$ cat src/rtl/pfan_pkg.sv
// Shared types, widths and helpers for the polygon face area normal block.
// No dependencies; every rtl file references this package by scoped names.
package pfan_pkg;

  // Face bound and the number of coordinate bits that take part.
  // Coordinates carry 8 fraction bits; the normal carries 2*8 = 16.
  localparam int MAX_FACE_VERTICES = 64;
  localparam int COORD_BITS        = 24;

  // Field widths fixed by the interface.
  localparam int TAG_W   = 32;
  localparam int COORD_W = 24;
  localparam int NORM_W  = 56;
  localparam int COUNT_W = 7;

  // Datapath widths.
  localparam int DIFF_W  = COORD_W + 1;
  localparam int PROD_W  = 2 * DIFF_W;
  localparam int CROSS_W = PROD_W + 1;

  // Queue depths.
  localparam int OP_DEPTH  = 4;
  localparam int OP_PTR_W  = $clog2(OP_DEPTH);
  localparam int OP_CNT_W  = OP_PTR_W + 1;
  localparam int RES_DEPTH = 4;
  localparam int RES_PTR_W = $clog2(RES_DEPTH);
  localparam int RES_CNT_W = RES_PTR_W + 1;

  typedef logic signed [COORD_W-1:0] coord_t;

  typedef struct packed {
    logic signed [COORD_W-1:0] x;
    logic signed [COORD_W-1:0] y;
    logic signed [COORD_W-1:0] z;
  } coord_vec_t;

  typedef struct packed {
    logic signed [DIFF_W-1:0] x;
    logic signed [DIFF_W-1:0] y;
    logic signed [DIFF_W-1:0] z;
  } diff_vec_t;

  typedef struct packed {
    logic signed [PROD_W-1:0] yz;
    logic signed [PROD_W-1:0] zy;
    logic signed [PROD_W-1:0] zx;
    logic signed [PROD_W-1:0] xz;
    logic signed [PROD_W-1:0] xy;
    logic signed [PROD_W-1:0] yx;
  } prod_set_t;

  typedef struct packed {
    logic signed [CROSS_W-1:0] x;
    logic signed [CROSS_W-1:0] y;
    logic signed [CROSS_W-1:0] z;
  } cross_vec_t;

  typedef struct packed {
    logic signed [NORM_W-1:0] x;
    logic signed [NORM_W-1:0] y;
    logic signed [NORM_W-1:0] z;
  } norm_vec_t;

  typedef struct packed {
    logic [TAG_W-1:0]          face_id;
    logic signed [COORD_W-1:0] vertex_x;
    logic signed [COORD_W-1:0] vertex_y;
    logic signed [COORD_W-1:0] vertex_z;
    logic                      last_vertex;
  } in_word_t;

  typedef struct packed {
    logic [TAG_W-1:0]         face_label;
    logic signed [NORM_W-1:0] normal_x;
    logic signed [NORM_W-1:0] normal_y;
    logic signed [NORM_W-1:0] normal_z;
    logic [COUNT_W-1:0]       vertex_count;
    logic                     too_many_vertices;
  } out_word_t;

  // Control that travels with each classified word.
  typedef struct packed {
    logic               add;
    logic               last;
    logic [TAG_W-1:0]   tag;
    logic [COUNT_W-1:0] count;
    logic               ovf;
  } op_meta_t;

  // One classified word: meta plus the two cross product operands.
  typedef struct packed {
    op_meta_t  meta;
    diff_vec_t a;
    diff_vec_t b;
  } op_t;

  // Keep the low COORD_BITS bits and sign extend them to the field width.
  function automatic coord_t sext_coord(input logic [COORD_W-1:0] raw);
    logic signed [COORD_W-1:0] t;
    t = raw << (COORD_W - COORD_BITS);
    return t >>> (COORD_W - COORD_BITS);
  endfunction

  function automatic diff_vec_t vec_sub(input coord_vec_t p, input coord_vec_t q);
    diff_vec_t d;
    d.x = DIFF_W'(p.x) - DIFF_W'(q.x);
    d.y = DIFF_W'(p.y) - DIFF_W'(q.y);
    d.z = DIFF_W'(p.z) - DIFF_W'(q.z);
    return d;
  endfunction

endpackage

$ cat src/rtl/pfan_op_queue.sv
// Short queue of classified ops between the front and back parts.
// Depends on pfan_pkg.
module pfan_op_queue (
  input  logic          clk,
  input  logic          rst_n,
  input  logic          push,
  input  pfan_pkg::op_t push_word,
  input  logic          pop,
  output logic          full,
  output logic          empty,
  output pfan_pkg::op_t head_word
);

  pfan_pkg::op_t                 mem_r [pfan_pkg::OP_DEPTH];
  logic [pfan_pkg::OP_PTR_W-1:0] wr_ptr_r, wr_ptr_nxt;
  logic [pfan_pkg::OP_PTR_W-1:0] rd_ptr_r, rd_ptr_nxt;
  logic [pfan_pkg::OP_CNT_W-1:0] cnt_r, cnt_nxt;
  logic                          do_push;
  logic                          do_pop;

  assign full      = cnt_r == pfan_pkg::OP_CNT_W'(pfan_pkg::OP_DEPTH);
  assign empty     = cnt_r == '0;
  assign head_word = mem_r[rd_ptr_r];
  assign do_push   = push && !full;
  assign do_pop    = pop && !empty;

  always_comb begin
    wr_ptr_nxt = do_push ? wr_ptr_r + pfan_pkg::OP_PTR_W'(1) : wr_ptr_r;
    rd_ptr_nxt = do_pop ? rd_ptr_r + pfan_pkg::OP_PTR_W'(1) : rd_ptr_r;
    cnt_nxt    = cnt_r;
    if (do_push && !do_pop) begin
      cnt_nxt = cnt_r + pfan_pkg::OP_CNT_W'(1);
    end else if (do_pop && !do_push) begin
      cnt_nxt = cnt_r - pfan_pkg::OP_CNT_W'(1);
    end
  end

  always_ff @(posedge clk) begin
    if (!rst_n) begin
      wr_ptr_r <= '0;
      rd_ptr_r <= '0;
      cnt_r    <= '0;
    end else begin
      wr_ptr_r <= wr_ptr_nxt;
      rd_ptr_r <= rd_ptr_nxt;
      cnt_r    <= cnt_nxt;
    end
    if (do_push) begin
      mem_r[wr_ptr_r] <= push_word;
    end
  end

endmodule

$ cat config.mk
export PLATFORM = sky130hd
export DESIGN_NAME = pfan_op_queue
export DESIGN_NICKNAME = d
export VERILOG_FILES = /design/src/rtl/pfan_pkg.sv /design/src/rtl/pfan_op_queue.sv
export SDC_FILE = /design/constraint.sdc
export NUM_CORES = 1
export LEC_CHECK = 0
export ABC_AREA = 1
export BUFFER_PORTS_ARGS = -buffer_cell sky130_fd_sc_hd__clkbuf_2
export CELL_PAD_IN_SITES_DETAIL_PLACEMENT = 1
export CELL_PAD_IN_SITES_GLOBAL_PLACEMENT = 2
export CORE_ASPECT_RATIO = 0.5
export CORE_UTILIZATION = 46
export CTS_BUF_LIST = sky130_fd_sc_hd__clkbuf_4
export CTS_CLUSTER_DIAMETER = 40
export DETAILED_ROUTE_END_ITERATION = 16
export PLACE_DENSITY_LB_ADDON = 0.1
export SLEW_MARGIN = 20
export SYNTH_ARGS = -nofsm -noshare
export SYNTH_HDL_FRONTEND = slang
export SYNTH_SLANG_ARGS = --single-unit
$ cat constraint.sdc
create_clock -name clk -period 22.3 [get_ports clk]
set_clock_uncertainty 0.05 [all_clocks]
set_input_delay 4.46 -clock clk [delete_from_list [all_inputs] [get_ports clk]]
set_output_delay 4.46 -clock clk [all_outputs]
set_load 0.1 [all_outputs]
## Word level (Yosys, flattened, before mapping)

Memory sizes are Yosys's and may differ from the RTL's. A register that Yosys moved wholly into a read port is not among the register bits.
Index checks and enable logic that the tools add are counted.

| storage, ports and cells | value |
|---|---|
| bits in registers | 7 |
| latch bits | 0 |
| memory bits (writable) | 768 |
| bits in read-only memories | 0 |
| input bits | 196 |
| output and inout bits | 194 |
| logic and storage cells | 25 |
| memories kept | 1 |

| cells by class | value |
|---|---|
| add/subtract/negate cells | 4 |
| multipliers | 0 |
| divide/modulo/power cells | 0 |
| magnitude comparators | 0 |
| eq/ne operators | 1 |
| shifts and indexed selects | 0 |
| multiplexer cells | 6 |
| bitwise operators | 0 |
| reductions and logical operators | 10 |

Memory list:

| name | words | width | rd ports | clocked after Yosys merged registers in | wr ports | RTL line | RTL |
|---|---|---|---|---|---|---|---|
| mem_r | 4 | 192 | 1 | 1 | 1 | pfan_op_queue.sv:14 | `pfan_pkg::op_t mem_r [pfan_pkg::OP_DEPTH];` |

Operators with widths:

| kind | number |
|---|---|
| 2-to-1 mux 3 bit | 2 |
| adder 2 x 1 -> 2 bit, second input constant | 2 |
| logical AND 1 bit | 4 |
| zero test 1 bit | 4 |
| 2-to-1 mux 2 bit | 2 |
| adder 3 x 1 -> 3 bit, second input constant | 1 |
| equality test 3 bit, second input constant | 1 |
| zero test 3 bit | 1 |
| subtractor 3 x 1 -> 3 bit, second input constant | 1 |
| 2-to-1 mux 1 bit | 2 |
| nonzero test 2 bit | 1 |

## Longest topological paths before layout

| logic depth | value |
|---|---|
| depth after elaboration | 7 |
| depth in mapped cells | 13 |
| mapped depth without buffers | 13 |

## Worst setup path after synthesis

OpenSTA, ideal clock, no wires.

| timing path | value |
|---|---|
| path kind | input to register |
| from | in push |
| to | mem mem_r[0][0] (netlist name), enable pin |
| setup time | 0.747 ns |
| data arrival time | 12.531 ns |
| required time | 21.503 ns |
| setup slack | 8.971 ns |
| cell stages on the path | 2 |
| path buffers | 0 |
| cells stage by stage | nand2_1 nor2_1 |

| on the way | value |
|---|---|
| longest elaborated chain between the ends | 3 |

RTL lines:

| what | RTL line | RTL |
|---|---|---|
| start, declared | pfan_op_queue.sv:6 | `input logic push,` |
| logical AND 1 bit | pfan_op_queue.sv:24 | `assign do_push = push && !full;` |
| 2-to-1 mux 1 bit | pfan_op_queue.sv:48 | `if (do_push) begin` |
| 2-to-1 mux 1 bit (not written as such) | pfan_op_queue.sv:49 | `mem_r[wr_ptr_r] <= push_word;` |
| end, declared | pfan_op_queue.sv:14 |  |

No other way between the ends.

==> flow_metrics.py <==
metrics = {
    "route": {
        "via_per_inst": 5.248,
        "wire_per_inst_um": 20.63,
        "drc": 0,
        "vias": 17482,
        "drtPass1Iterations": 5,
        "drtIter0Drc": 786,
        "drt-total-wl_um": 68730,
        "ant_nets": 0,
    },
    "clocking": {
        "clk-insertion-delay-late_ns": 0.93,
        "cts_tree": "done",
        "cts_buffers": 175,
        "cts_max_level": 4,
        "clk_pin_slew_ns": 0.07,
        "clock-root-buffer": "clkbuf_4",
        "holdBufCountCts": 0,
        "clock_sinks": 777,
        "clk_path_buf_depth": 3,
        "cts_setup_buffers": 0,
        "cts_resized": 0,
    },
    "worst_setup_path": {
        "crit_arrival_ns": 4.34,
        "end_kind": "output port",
        "required_ns": 17.79,
        "slowest_stage": "buf_4",
        "cpPeakStageDelay_ns": 0.88,
        "crit_chain": "inv_6 > buf_4 > o21ai_0 > o22ai_1 > clkbuf_2",
        "crit_type": "reg -> out",
        "crit_path_start_kind": "register",
        "path_max_fanout": 110,
    },
    "run": {
        "max-cap-violations": 0,
    },
    "timing": {
        "tns_ns": 0,
        "hold_slack_ns": 0.4453,
        "fmax_ghz": 0.1130,
        "worst_pin_slew_ns": 1.113,
        "drv_slew": 0,
        "rsz0062_at_grt": "false",
        "period_minus_slack_ns": 8.850,
        "hold_viol_final": 0,
        "fin_crit_sh_pct": 39.68,
        "max_slew_margin_pct": 25.77,
        "setup_viol": 0,
    },
    "floorplan": {
        "rows": 64,
        "die-width_um": 356.9,
        "fp.dieH_um": 179.4,
        "dieArea_um2": 64030,
        "start_util_pct": 46.97,
        "ios": 390,
        "coreArea_um2": 61660,
    },
    "synthesis": {
        "synth_most_common_cell": "edfxtp_1",
        "synth_top_family_by_area": "compound AO/OA/AOI/OAI gates",
        "synthArstFlopShare_pct": 0,
        "synth_edf_count": 768,
        "post_synth_fa_ha_maj_area_fraction_pct": 0.2851,
        "synth.mux.area_fraction_pct": 0,
        "synth.area.top_cells": "edfxtp_1 80%, nor2_1 5.2%, o21ai_0 4.6%",
        "yosysTopAreaCellShare_pct": 79.63,
        "syn_area_per_cell_um2": 15.03,
        "yosysTopAreaCell": "edfxtp_1",
        "yosys.area_share.xor_xnor_pct": 0.03024,
        "syn_inst": 1927,
        "synth_fp_nets": 2129,
        "synth_ff_type": "edfxtp_1",
        "synth_seq_cells": 777,
        "synthSimpleGateAreaFrac_pct": 5.448,
        "ys_warn_count": 0,
        "synth_compound_area_share_pct": 10.85,
        "synth_common_cells": "768 x edfxtp_1, 398 x nor2_1, 269 x o21ai_0",
        "yosysSeqAreaShare_pct": 80.25,
        "synth_cell_types": 21,
        "syn_area_um2": 28960,
    },
    "power_and_ir_drop": {
        "peakVddDrop_v": 0.00008489,
        "power_frac_seq_pct": 36.7,
        "p_per_area_nw_per_um2": 148.8,
        "p_switching_uw": 2395,
        "clockPowerShare_pct": 21.5,
        "switching_share_pct": 48.12,
        "comb_power_share_pct": 41.9,
        "p_int_uw": 2582,
        "power_leakage_uw": 0.01184,
    },
    "placement": {
        "portBuffers": 389,
        "dp_hpwl_um": 36210,
        "place_congestion": 0.7146,
        "dp.cells": 3028,
    },
    "global_route": {
        "grt_pass1_vias": 18251,
        "grt_max_degree": 243,
        "grt-ovfl-total": 0,
        "grt_pass1_wl_um": 104400,
        "grtUsageTotal_pct": 21.50,
        "antenna_found_initial": 7,
    },
    "run_status": {
        "status": "finished clean",
    },
    "layout": {
        "area_delta_synth_final_pct": 15.53,
        "stdcell_count": 3331,
        "final_nets": 2582,
        "drive_above_1_share_pct": 27.01,
    },
    "hold_path": {
        "min_path_type": "reg -> reg",
    },
}
-- registers in the layout (all words and copies together), names as in the netlist, named ones only --
signal and flops:
mem_r 768, wr_ptr_r 2, rd_ptr_r 2, cnt_r 3
-- worst paths after layout --
| check | slack (ns) | end | startpoint | cells after the start |
|---|---|---|---|---|
| max | 13.45 | head_word[43] | register | 5 |
| max reg2reg | 18.66 | mem_r[2][89]$_DFFE_PP_ | cnt_r[1]$_SDFFE_PN0P_ | 6 |
| min | 0.45 | register | rd_ptr_r[0]$_SDFFE_PN0P_ | 2 |
| min reg2reg | 0.45 | register | rd_ptr_r[0]$_SDFFE_PN0P_ | 2 |
-- power by group through the flow --
stage | clock (uW) | combinational (uW) | sequential [uW]
after detailed placement | 0 | 2110 | 1860
final | 1070 | 2080 | 1820
after CTS | 1110 | 2110 | 1830
after floorplan | 0 | 1760 | 1880
after global routing | 1180 | 2180 | 1840
after global placement | 0 | 2090 | 1850
-- cell families (layout without fill, tap and decap cells) --
kind of cell    count (synthesis)  count (layout)
buf+inv                       145             713
flops                         777             777
xor+xnor                        1               1
simple gates                  418             418
compound gates                580             580
other cells                     0              11
fa+ha+maj                       6               6
-- layout by cell type, fill, tap and decap left out, types with 2 or more instances in the layout --
cell type,instances
buf_12,6
nand2_1,15
nor2_1,394
inv_2,3
o21ai_0,269
clkbuf_4,259
clkbuf_2,389
o21ai_1,116
dfxtp_1,7
clkinv_1,29
nor2_4,4
dfxtp_4,2
buf_4,8
ha_1,5
nand3_1,4
o22ai_1,192
edfxtp_1,768
diode_2,11
inv_1,16
a21oi_1,3
-- cell type report --
type | count | area, um^2
Fill cell | 6165 | 28200
Antenna cell | 11 | 27.53
Tap cell | 825 | 1032
Multi-Input combinational cell | 1005 | 4842
Inverter | 18 | 85.08
Timing Repair Buffer | 403 | 2127
Clock inverter | 33 | 150.1
Clock buffer | 259 | 1944
Sequential cell | 777 | 23250
-- stage by stage --
stage                     instance area, um^2  setup WS (ns)  total power, uW  utilization [%]
final                                   33460          13.45             4977            54.26
after global routing                    33460          13.11             5192            54.26
after CTS                               33430          13.31             5046            54.22
after detailed placement                31340          14.41             3965            50.82
after global placement                  31340          14.41             3944            50.82
after floorplan                         28960          8.971             3642                -
-- worst max-delay path: cells and delay by family (launching register included) --
family / cells / cell delay [ns]
AOI/OAI and AO/OA: 2 / 0.49
DFF: 1 / 0.57
buffers and inverters: 3 / 2.03
-- layer usage --
layer	GRT usage (%)	wire [um]	part of all wire (%)
met1	25.59	27920	41
met2	37.67	36160	53
met3	5.695	2954	4.3
met4	7.419	1680	2.4
met5	0	11	0.016
Note: power is estimated with default switching activity, not from simulation.
