### src/rtl/pfan_pkg.sv
// Shared types, widths and helpers for the polygon face area normal block.
// No dependencies; every rtl file references this package by scoped names.
package pfan_pkg;

  // Face bound and the number of coordinate bits that take part.
  // Coordinates carry 8 fraction bits; the normal carries 2*8 = 16.
  localparam int MAX_FACE_VERTICES = 64;
  localparam int COORD_BITS        = 24;

  // Field widths fixed by the interface.
  localparam int TAG_W   = 32;
  localparam int COORD_W = 24;
  localparam int NORM_W  = 56;
  localparam int COUNT_W = 7;

  // Datapath widths.
  localparam int DIFF_W  = COORD_W + 1;
  localparam int PROD_W  = 2 * DIFF_W;
  localparam int CROSS_W = PROD_W + 1;

  // Queue depths.
  localparam int OP_DEPTH  = 4;
  localparam int OP_PTR_W  = $clog2(OP_DEPTH);
  localparam int OP_CNT_W  = OP_PTR_W + 1;
  localparam int RES_DEPTH = 4;
  localparam int RES_PTR_W = $clog2(RES_DEPTH);
  localparam int RES_CNT_W = RES_PTR_W + 1;

  typedef logic signed [COORD_W-1:0] coord_t;

  typedef struct packed {
    logic signed [COORD_W-1:0] x;
    logic signed [COORD_W-1:0] y;
    logic signed [COORD_W-1:0] z;
  } coord_vec_t;

  typedef struct packed {
    logic signed [DIFF_W-1:0] x;
    logic signed [DIFF_W-1:0] y;
    logic signed [DIFF_W-1:0] z;
  } diff_vec_t;

  typedef struct packed {
    logic signed [PROD_W-1:0] yz;
    logic signed [PROD_W-1:0] zy;
    logic signed [PROD_W-1:0] zx;
    logic signed [PROD_W-1:0] xz;
    logic signed [PROD_W-1:0] xy;
    logic signed [PROD_W-1:0] yx;
  } prod_set_t;

  typedef struct packed {
    logic signed [CROSS_W-1:0] x;
    logic signed [CROSS_W-1:0] y;
    logic signed [CROSS_W-1:0] z;
  } cross_vec_t;

  typedef struct packed {
    logic signed [NORM_W-1:0] x;
    logic signed [NORM_W-1:0] y;
    logic signed [NORM_W-1:0] z;
  } norm_vec_t;

  typedef struct packed {
    logic [TAG_W-1:0]          face_id;
    logic signed [COORD_W-1:0] vertex_x;
    logic signed [COORD_W-1:0] vertex_y;
    logic signed [COORD_W-1:0] vertex_z;
    logic                      last_vertex;
  } in_word_t;

  typedef struct packed {
    logic [TAG_W-1:0]         face_label;
    logic signed [NORM_W-1:0] normal_x;
    logic signed [NORM_W-1:0] normal_y;
    logic signed [NORM_W-1:0] normal_z;
    logic [COUNT_W-1:0]       vertex_count;
    logic                     too_many_vertices;
  } out_word_t;

  // Control that travels with each classified word.
  typedef struct packed {
    logic               add;
    logic               last;
    logic [TAG_W-1:0]   tag;
    logic [COUNT_W-1:0] count;
    logic               ovf;
  } op_meta_t;

  // One classified word: meta plus the two cross product operands.
  typedef struct packed {
    op_meta_t  meta;
    diff_vec_t a;
    diff_vec_t b;
  } op_t;

  // Keep the low COORD_BITS bits and sign extend them to the field width.
  function automatic coord_t sext_coord(input logic [COORD_W-1:0] raw);
    logic signed [COORD_W-1:0] t;
    t = raw << (COORD_W - COORD_BITS);
    return t >>> (COORD_W - COORD_BITS);
  endfunction

  function automatic diff_vec_t vec_sub(input coord_vec_t p, input coord_vec_t q);
    diff_vec_t d;
    d.x = DIFF_W'(p.x) - DIFF_W'(q.x);
    d.y = DIFF_W'(p.y) - DIFF_W'(q.y);
    d.z = DIFF_W'(p.z) - DIFF_W'(q.z);
    return d;
  endfunction

endpackage

### src/rtl/pfan_front.sv
// Front part: tracks the face state and turns each vertex word into an op.
// Depends on pfan_pkg.
module pfan_front (
  input  logic              clk,
  input  logic              rst_n,
  input  logic              push,
  input  pfan_pkg::in_word_t in_word,
  input  logic              q_full,
  output logic              op_push,
  output pfan_pkg::op_t     op_word
);

  logic [pfan_pkg::COUNT_W-1:0] count_r, count_nxt;
  logic                         ovf_r, ovf_nxt;
  pfan_pkg::coord_vec_t         first_r, first_nxt;
  pfan_pkg::coord_vec_t         prev_r, prev_nxt;
  pfan_pkg::coord_vec_t         prev_odd_r, prev_odd_nxt;

  pfan_pkg::coord_vec_t         v;
  pfan_pkg::coord_vec_t         a_src;
  pfan_pkg::coord_vec_t         b_src;
  logic [pfan_pkg::COUNT_W-1:0] cnt_new;
  logic                         ovf_hit;
  logic                         is_first;
  logic                         odd;
  logic                         vert_add;
  logic                         close_add;

  assign op_push = push && !q_full;

  always_comb begin
    v.x = pfan_pkg::sext_coord(in_word.vertex_x);
    v.y = pfan_pkg::sext_coord(in_word.vertex_y);
    v.z = pfan_pkg::sext_coord(in_word.vertex_z);

    ovf_hit  = count_r >= pfan_pkg::COUNT_W'(pfan_pkg::MAX_FACE_VERTICES);
    is_first = count_r == '0;
    odd      = count_r[0];
    cnt_new  = ovf_hit ? count_r : count_r + pfan_pkg::COUNT_W'(1);

    vert_add  = !ovf_hit && odd && (count_r >= pfan_pkg::COUNT_W'(3));
    close_add = in_word.last_vertex && cnt_new[0] &&
                (cnt_new >= pfan_pkg::COUNT_W'(3));

    // An even vertex that is taken becomes the newest even corner.
    a_src = (!ovf_hit && !odd && !is_first) ? v : prev_r;
    b_src = close_add ? first_r : v;

    op_word.meta.add   = vert_add || close_add;
    op_word.meta.last  = in_word.last_vertex;
    op_word.meta.tag   = in_word.face_id;
    op_word.meta.count = cnt_new;
    op_word.meta.ovf   = ovf_r || ovf_hit;
    op_word.a          = pfan_pkg::vec_sub(a_src, first_r);
    op_word.b          = pfan_pkg::vec_sub(b_src, prev_odd_r);

    count_nxt    = count_r;
    ovf_nxt      = ovf_r;
    first_nxt    = first_r;
    prev_nxt     = prev_r;
    prev_odd_nxt = prev_odd_r;
    if (op_push) begin
      if (in_word.last_vertex) begin
        count_nxt = '0;
        ovf_nxt   = 1'b0;
      end else begin
        count_nxt = cnt_new;
        ovf_nxt   = ovf_r || ovf_hit;
        if (!ovf_hit) begin
          if (is_first) begin
            first_nxt = v;
            prev_nxt  = v;
          end else if (odd) begin
            prev_odd_nxt = v;
          end else begin
            prev_nxt = v;
          end
        end
      end
    end
  end

  always_ff @(posedge clk) begin
    if (!rst_n) begin
      count_r <= '0;
      ovf_r   <= 1'b0;
    end else begin
      count_r <= count_nxt;
      ovf_r   <= ovf_nxt;
    end
    first_r    <= first_nxt;
    prev_r     <= prev_nxt;
    prev_odd_r <= prev_odd_nxt;
  end

endmodule

### config.mk
export PLATFORM = sky130hd
export DESIGN_NAME = pfan_front
export DESIGN_NICKNAME = d
export VERILOG_FILES = /design/src/rtl/pfan_pkg.sv /design/src/rtl/pfan_front.sv
export SDC_FILE = /design/constraint.sdc
export NUM_CORES = 1
export LEC_CHECK = 0
export CAP_MARGIN = 30
export CORE_MARGIN = 2
export CORE_UTILIZATION = 55
export CTS_BUF_LIST = sky130_fd_sc_hd__clkbuf_4
export CTS_CLUSTER_SIZE = 28
export DETAILED_ROUTE_END_ITERATION = 8
export DONT_BUFFER_PORTS = 1
export PLACE_DENSITY_LB_ADDON = 0.25
export SETUP_SLACK_MARGIN = 0.2
export SYNTH_ARGS = -nofsm -noshare
export SYNTH_HDL_FRONTEND = slang
export SYNTH_SLANG_ARGS = --single-unit
### constraint.sdc
create_clock -name clk -period 20.8 [get_ports clk]
set_clock_uncertainty 0.1 [all_clocks]
set_input_delay 5.2 -clock clk [delete_from_list [all_inputs] [get_ports clk]]
set_output_delay 5.2 -clock clk [all_outputs]
set_load 0.03 [all_outputs]
* Word level (Yosys, flattened, before mapping)
Index checks and enable logic that the tools add are counted.
Storage, ports and cells: input bits 109, output and inout bits 193, flip-flop bits (word level) 224, word-level logic and storage cells 49
Operators by class: bitwise logic cells 3, reductions and logical operators 17, add/subtract/negate cells 7, equality and inequality tests 1, multiplexer cells 7, $lt $le $gt $ge 3
Operators by type and width (number):
- 72-bit two-way mux | 4
- 24-bit by 24-bit subtractor with 25-bit output | 6
- 7-bit by 2-bit >= comparator with 1-bit output (second input constant) | 2
- 7-bit two-way mux | 2
- 4-bit AND reduction | 2
- 7-bit by 1-bit adder with 7-bit output (second input constant) | 1
- 7-bit >= comparator (second input constant) | 1
- 1-bit logical AND | 7
- 7-bit logical NOT | 1
- 5-bit AND reduction | 1
- 1-bit logical NOT | 4
- 1-bit inverter | 3
- 1-bit logical OR | 2
- 2-bit by 1-bit inequality test with 1-bit output (second input constant) | 1
- 1-bit two-way mux | 1

* Depth between registers and ports, before layout
Gate-level depths: netlist (run 1).
depth in word-level cells 6, gate-level depth with buffers 19, gate-level depth less buffers 18

* Worst setup path before layout (run 1)
No wires, ideal clock.
kind input to register, start point input port q_full, end point register prev_r[0] (netlist bit), enable pin, slack 3.014 ns, data required time 19.813 ns, cell stages on the path 3, data arrival time 16.800 ns, path buffers 1, setup time 0.887 ns, cell sequence nand2b_1 -> clkbuf_1 -> a2111oi_0
Between the ends: word-level cells in the longest chain between the ends 3
Ends and longest elaborated chain:
- from (decl) | RTL line pfan_front.sv:8 | input logic q_full,
- 1-bit logical NOT | RTL line pfan_front.sv:29 | assign op_push = push && !q_full;
- 1-bit logical AND | RTL line pfan_front.sv:29
- 4-bit AND reduction (no line)
- to (signal assigned) | RTL line pfan_front.sv:92 | prev_r <= prev_nxt;
- to (decl) | RTL line pfan_front.sv:16 | pfan_pkg::coord_vec_t prev_r, prev_nxt;
Every way passes these cells. A chain may end at the register's enable or synchronous reset.

==> results of run 1 <==
==> cell type report <==
cell class	count	area (sq um)	share of cell area (%)
multi-input combinational	1157	8995	50.57
sequential	224	6646	37.37
clock buffer	98	735.7	4.136
inverter	186	698.2	3.925
tap	390	488.0	2.743
timing repair buffer	11	122.6	0.6894
clock inverter	17	98.84	0.5557
antenna	1	2.502	0.01407
==> power by group through the flow <==
| stage | registers [mW] | logic, mW | clock network, mW |
|---|---|---|---|
| finish | 0.508 | 0.319 | 0.420 |
| global route | 0.509 | 0.345 | 0.455 |
| CTS | 0.508 | 0.319 | 0.433 |
| detailed placement | 0.518 | 0.318 | 0 |
| global placement | 0.518 | 0.314 | 0 |
| floorplan | 0.519 | 0.279 | 0 |
==> state kept, by name, indices dropped and copies added (netlist names) <==
register    cells
count_r         7
first_r        72
ovf_r           1
prev_odd_r     72
prev_r         72
==> routing by layer <==
| layer | GRT usage, % | vias to the layer above |
|---|---|---|
| li1 | - | 6043 |
| met1 | 30.80 | 5862 |
| met2 | 38.14 | 434 |
| met3 | 7.740 | 118 |
| met4 | 10.37 | 0 |
| met5 | 0 | - |
==> cells in the mapped netlist, drive strengths merged (10+ instances only) <==
cell,n,share of area [%]
edfxtp,216,39
inv,186,4.2
ha,148,11
mux2,140,9.4
a21oi,114,3.4
nor2,91,2.0
o21ai,73,2.2
xnor2,68,3.5
a21o,64,2.9
nand2,62,1.4
xor2,46,2.4
buf,42,2.0
nand3,36,1.1
clkbuf,33,0.74
nor2b,27,1.1
nor3,27,0.81
o21a,22,0.98
a211oi,20,0.89
a31oi,17,0.63
nand2b,17,0.63
nand4,14,0.52
o31ai,14,0.63
o21bai,13,0.58
or3,12,0.45
o211ai,10,0.45
==> path summary, 6_finish.rpt <==
| kind | startpoint | endpoint | slack [ns] |
|---|---|---|---|
| setup / recovery | in_word[0] | op_word[22] | 6.01 |
| hold / removal | ovf_r$_SDFFE_PN0P_ | ovf_r$_SDFFE_PN0P_ | 0.41 |
| setup reg to reg | count_r[0]$_SDFFE_PN0P_ | prev_odd_r[42]$_DFFE_PP_ | 18.02 |
| hold reg to reg | ovf_r$_SDFFE_PN0P_ | ovf_r$_SDFFE_PN0P_ | 0.41 |
==> through the flow <==
stage	total power, mW	hold slack, ns	cells
after global placement	0.8316	0.3931	1966
after floorplan	0.7983	0.3710	1642
after CTS	1.261	0.4141	2083
after detailed placement	0.8356	0.3985	1968
after global routing	1.309	0.4583	2084
final	1.247	0.4115	2084
==> critical path, delay by kind of cell <==
family / cells / cell delay [ns]
AO/OA/AOI/OAI: 7 / 1.81
buffers and inverters: 2 / 1.07
XOR/XNOR: 1 / 0.55
multiplexers: 1 / 0.40
adder cells (fa/ha/maj): 1 / 0.36
==> cell families after synthesis <==
group                    after synthesis  share of synthesized area, %
multiplexers                         148                         9.873
AO/OA/AOI/OAI                        407                         15.83
XOR/XNOR                             114                         5.951
buffers and inverters                261                         6.913
adder cells (fa/ha/maj)              154                         11.75
AND/OR/NAND/NOR                      334                         10.07
flip-flops                           224                         39.61
==> run metrics, run 1 <==
status completed; Post-CTS Setup Inserts 0; sequential area share after synthesis 39.61%; Psw 0.4191 mW; WHS Path Cells 2; worst r2r path cells 5; DRC violations left 0; slowest CP cell o31ai_1; Max-slew headroom 30.11%; Peak Freq 67.61 MHz; Crit Path Max Fanout 37; root buffer cell clkbuf_4; die area 31920 sq um; VDD IR max 0.05132 mV; RSZ-0062 raised after global routing no; All-Layer GR Usage 24.25%; worst-skew pair later-pin latency 0.65 ns; Sw Share 33.60%; DP Area 16950 sq um; initial DRC count 779; remaining global-route overflow 0; Starting Density 56.16%; final instance area 17790 sq um; Final Util 59.54%; via/cell ratio 5.977; Rows 63; critical path class in -> out; Yosys cell types 67; Port Buffers 0; clock-pin slew on the worst setup and hold paths 0.06 ns; Vias 12.46k; DR WL met3 3.568 mm; worst slack, placed 6.085 ns; htree depth 3; pwr/cell area 70.13 nW/um^2; Power Internal 0.8283 mW; CTS Buffer Depth 3; Top FF cell, synth edfxtp_1; final setup fails 0; EDFF count, synth 216; hold_buf cts 0; CP Launch Type input port; # nets final 1909; Flop pwr share 40.7%; cell area after synthesis 16780 sq um; setup TNS 0 ns; Fill cells 2568; Tcrit/Tclk final 71.10%; total CTS buffers 66; wire length on met2 17.30 mm; Cell Chain, Critical Path o311ai_4 -> buf_4 -> buf_4 -> mux2_2 -> ha_1 -> a211oi_1 -> o21ai_0 -> a21oi_1 -> o31ai_1 -> a21boi_0 -> o31ai_1 -> xor2_1; number of max-cap violations 0; drt wl/cell 18.67 microns; Critical Path End Type primary output; Cells after Synth 1642; Total Wirelength 38.91 mm; hold crit path type reg -> reg; layout cells sized above 1 15.83%; largest net degree at the start of global routing 50; die width 178.7 microns; Logic pwr share 25.6%; CORE AREA 29870 sq um; CP required 15.50 ns; Final Hold Fails 0; Final Critical Period 14.79 ns; P_leak 7.489 nW; crit path DAT 9.49 ns; most frequent cells in the layout edfxtp_1 (216), inv_1 (186), ha_1 (148), mux2_2 (135), a21oi_1 (114); Synthesis Warnings 0; Post-CTS Resized 0; First-pass DRT Iterations 5; HPWL Detailed 28.72 mm; max-slew violation count 0; Post-Syn Nets 1905; Clock Power Share 33.7%; most common cell after layout, fill and taps aside edfxtp_1; I/O Pins 302; Top Metal Used met4; Clock Sinks 224; Critical Path Max Stage Delay 0.64 ns; Met1 Routed Length 16.62 mm; vias in the first global route 12.11k; GPL Wtd Cong 0.8893; post-route ant nets 0; worst setup margin 6.010 ns; Mapped Avg Cell Area 10.22 sq um; initial antenna violation count 1; Die Y 178.7 microns; global-route wire length before repair 61.47 mm; Area Overhead vs Synth 6.011%; CTS tree yes; slew at the pin closest to its max-slew limit 1.032 ns; FFs w/ async S/R, synth 0%; FF+latch count, synth 224
Power figures use the tool's default switching activity.
==> run 2: changes to the inputs <==
clock period = 12.86 ns   (was 20.8 ns; I/O delays follow)
==> run metrics, run 2 (same netlist as run 1, synthesis figures left out) <==
status completed; Final Util 59.68%; CTS Buffer Depth 3; Final Hold Fails 0; worst flop-to-flop path endpoint prev_odd_r[32]$_DFFE_PP_; Flop pwr share 39.9%; critical path class in -> out; HPWL Detailed 28.76 mm; # nets final 1910; worst r2r path cells 5; Port Buffers 0; GPL Wtd Cong 0.9257; initial DRC count 769; placed instance count 1968; post-route ant nets 0; First-pass DRT Iterations 5; Cell Chain, Critical Path o311ai_4 -> buf_4 -> mux2i_1 -> ha_1 -> inv_1 -> fa_1 -> a211o_1 -> o211ai_1 -> a211oi_1 -> buf_4 -> a211oi_1 -> o21ai_0 -> o31a_1 -> a221oi_1; Worst Min Path Start ovf_r$_SDFFE_PN0P_; Die Y 178.7 microns; Critical Path End Type primary output; drt wl/cell 18.92 microns; layout cells sized above 1 15.42%; Post-CTS Resized 0; Critical Path Max Stage Delay 0.87 ns; die width 178.7 microns; final setup fails 0; Largest regs first_r x72, prev_odd_r x72, prev_r x72; Final Power 2.059 mW; Peak Freq 94.16 MHz; hold crit path type reg -> reg; wire length on met2 17.58 mm; global-route wire length before repair 61.84 mm; Final Critical Period 10.62 ns; Rows 63; VDD IR max 0.09396 mV; CORE AREA 29870 sq um; final hold slack 0.4213 ns; CP top delay family compound AO/OA/AOI/OAI gates; Buffers & Inverters on Critical Path 3; pwr/cell area 115.5 nW/um^2; CP Launch Type input port; Logic pwr share 25.1%; Final Non-Filler Cells 2091; Total Wirelength 39.56 mm; Power Internal 1.375 mW; DR WL met3 3.678 mm; DRC violations left 0; largest net degree at the start of global routing 50; Tcrit/Tclk final 82.58%; slowest CP cell a221oi_1; Starting Density 56.16%; total CTS buffers 67; Top Metal Used met4; initial antenna violation count 1; Clock Power Share 34.9%; remaining global-route overflow 0; most common cell after layout, fill and taps aside edfxtp_1; Met1 Routed Length 16.96 mm; Area Overhead vs Synth 6.256%; I/O Pins 302; setup TNS 0 ns; die area 31920 sq um; htree depth 3; r2r startpoint count_r[0]$_SDFFE_PN0P_; most frequent cells in the layout edfxtp_1 (216), inv_1 (186), ha_1 (148), mux2_2 (135), a21oi_1 (114); Sw Share 33.22%; via/cell ratio 5.932; r2r setup slk 10.00 ns; crit path DAT 7.31 ns; Max-slew headroom 30.57%; CTS tree yes; vias in the first global route 12.27k; RSZ-0062 raised after global routing no; Vias 12.40k; Clock Sinks 224; Post-CTS Setup Inserts 0; Psw 0.6839 mW; All-Layer GR Usage 24.41%; P_leak 7.500 nW; Worst Hold Path EP ovf_r$_SDFFE_PN0P_; root buffer cell clkbuf_4; clock-pin slew on the worst setup and hold paths 0.06 ns; Crit Path Max Fanout 49; WHS Path Cells 2; hold_buf cts 0; CP required 9.55 ns; max-slew violation count 0; number of max-cap violations 0; worst-skew pair later-pin latency 0.65 ns; slew at the pin closest to its max-slew limit 1.028 ns
-- run 2: changes by cell type in the layout (fill, tap and decap cells not counted), sizes merged --
cell / previous run / this run
clkinvlp: 1 / 0
diode: 1 / 2
inv: 189 / 188
bufinv: 1 / 3
clkbuf: 98 / 96
clkinv: 12 / 20
-- run 2: power by group through the flow --
stage	Sequential, mW	Clock, mW	Combinational, mW
floorplan	0.839	0	0.451
global placement	0.837	0	0.508
detailed placement	0.838	0	0.514
CTS	0.822	0.743	0.516
global route	0.823	0.783	0.557
finish	0.822	0.720	0.517
-- run 2: worst max-delay path by stage --
| stage | start | to | slack, ns | depth (start not counted) |
|---|---|---|---|---|
| after floorplan | q_full | prev_r[0]$_DFFE_PP_ | 0.64 | 3 |
| after detailed placement | in_word[0] | op_word[49] | 2.22 | 14 |
| after global placement | in_word[0] | op_word[49] | 2.24 | 14 |
| after global routing | in_word[0] | op_word[49] | 2.00 | 14 |
| after CTS | in_word[0] | op_word[49] | 2.21 | 14 |
| final | in_word[0] | op_word[49] | 2.24 | 14 |
-- run 2: cell type report --
class	count	area, sq um
fillers	2537	12050
multi-input cells	1157	8995
clock inverters	25	172.7
inverters	186	698.2
repair buffers	11	102.6
clock buffers	96	720.7
diodes	2	5.005
well taps	390	488.0
flip-flops and latches	224	6646
-- run 2: tightest hold or removal path, stage by stage, from the launching register on --
cell and delay (ns):
dfxtp_1 0.31, a21oi_1 0.12, nor2b_1 0.05
-- run 2: per-layer routing --
layer	track usage [%]	vias to the layer above
li1	-	6059
met1	30.63	5863
met2	38.74	377
met3	8.461	105
met4	9.553	0
met5	0	-
-- run 2: through the flow --
stage	setup WS (ns)	cell area (sq um)
2_1_floorplan	0.6379	16780
3_3_place_gp	2.243	16900
3_5_place_dp	2.217	16930
4_1_cts	2.210	17820
5_1_grt	1.995	17830
6_report	2.240	17830
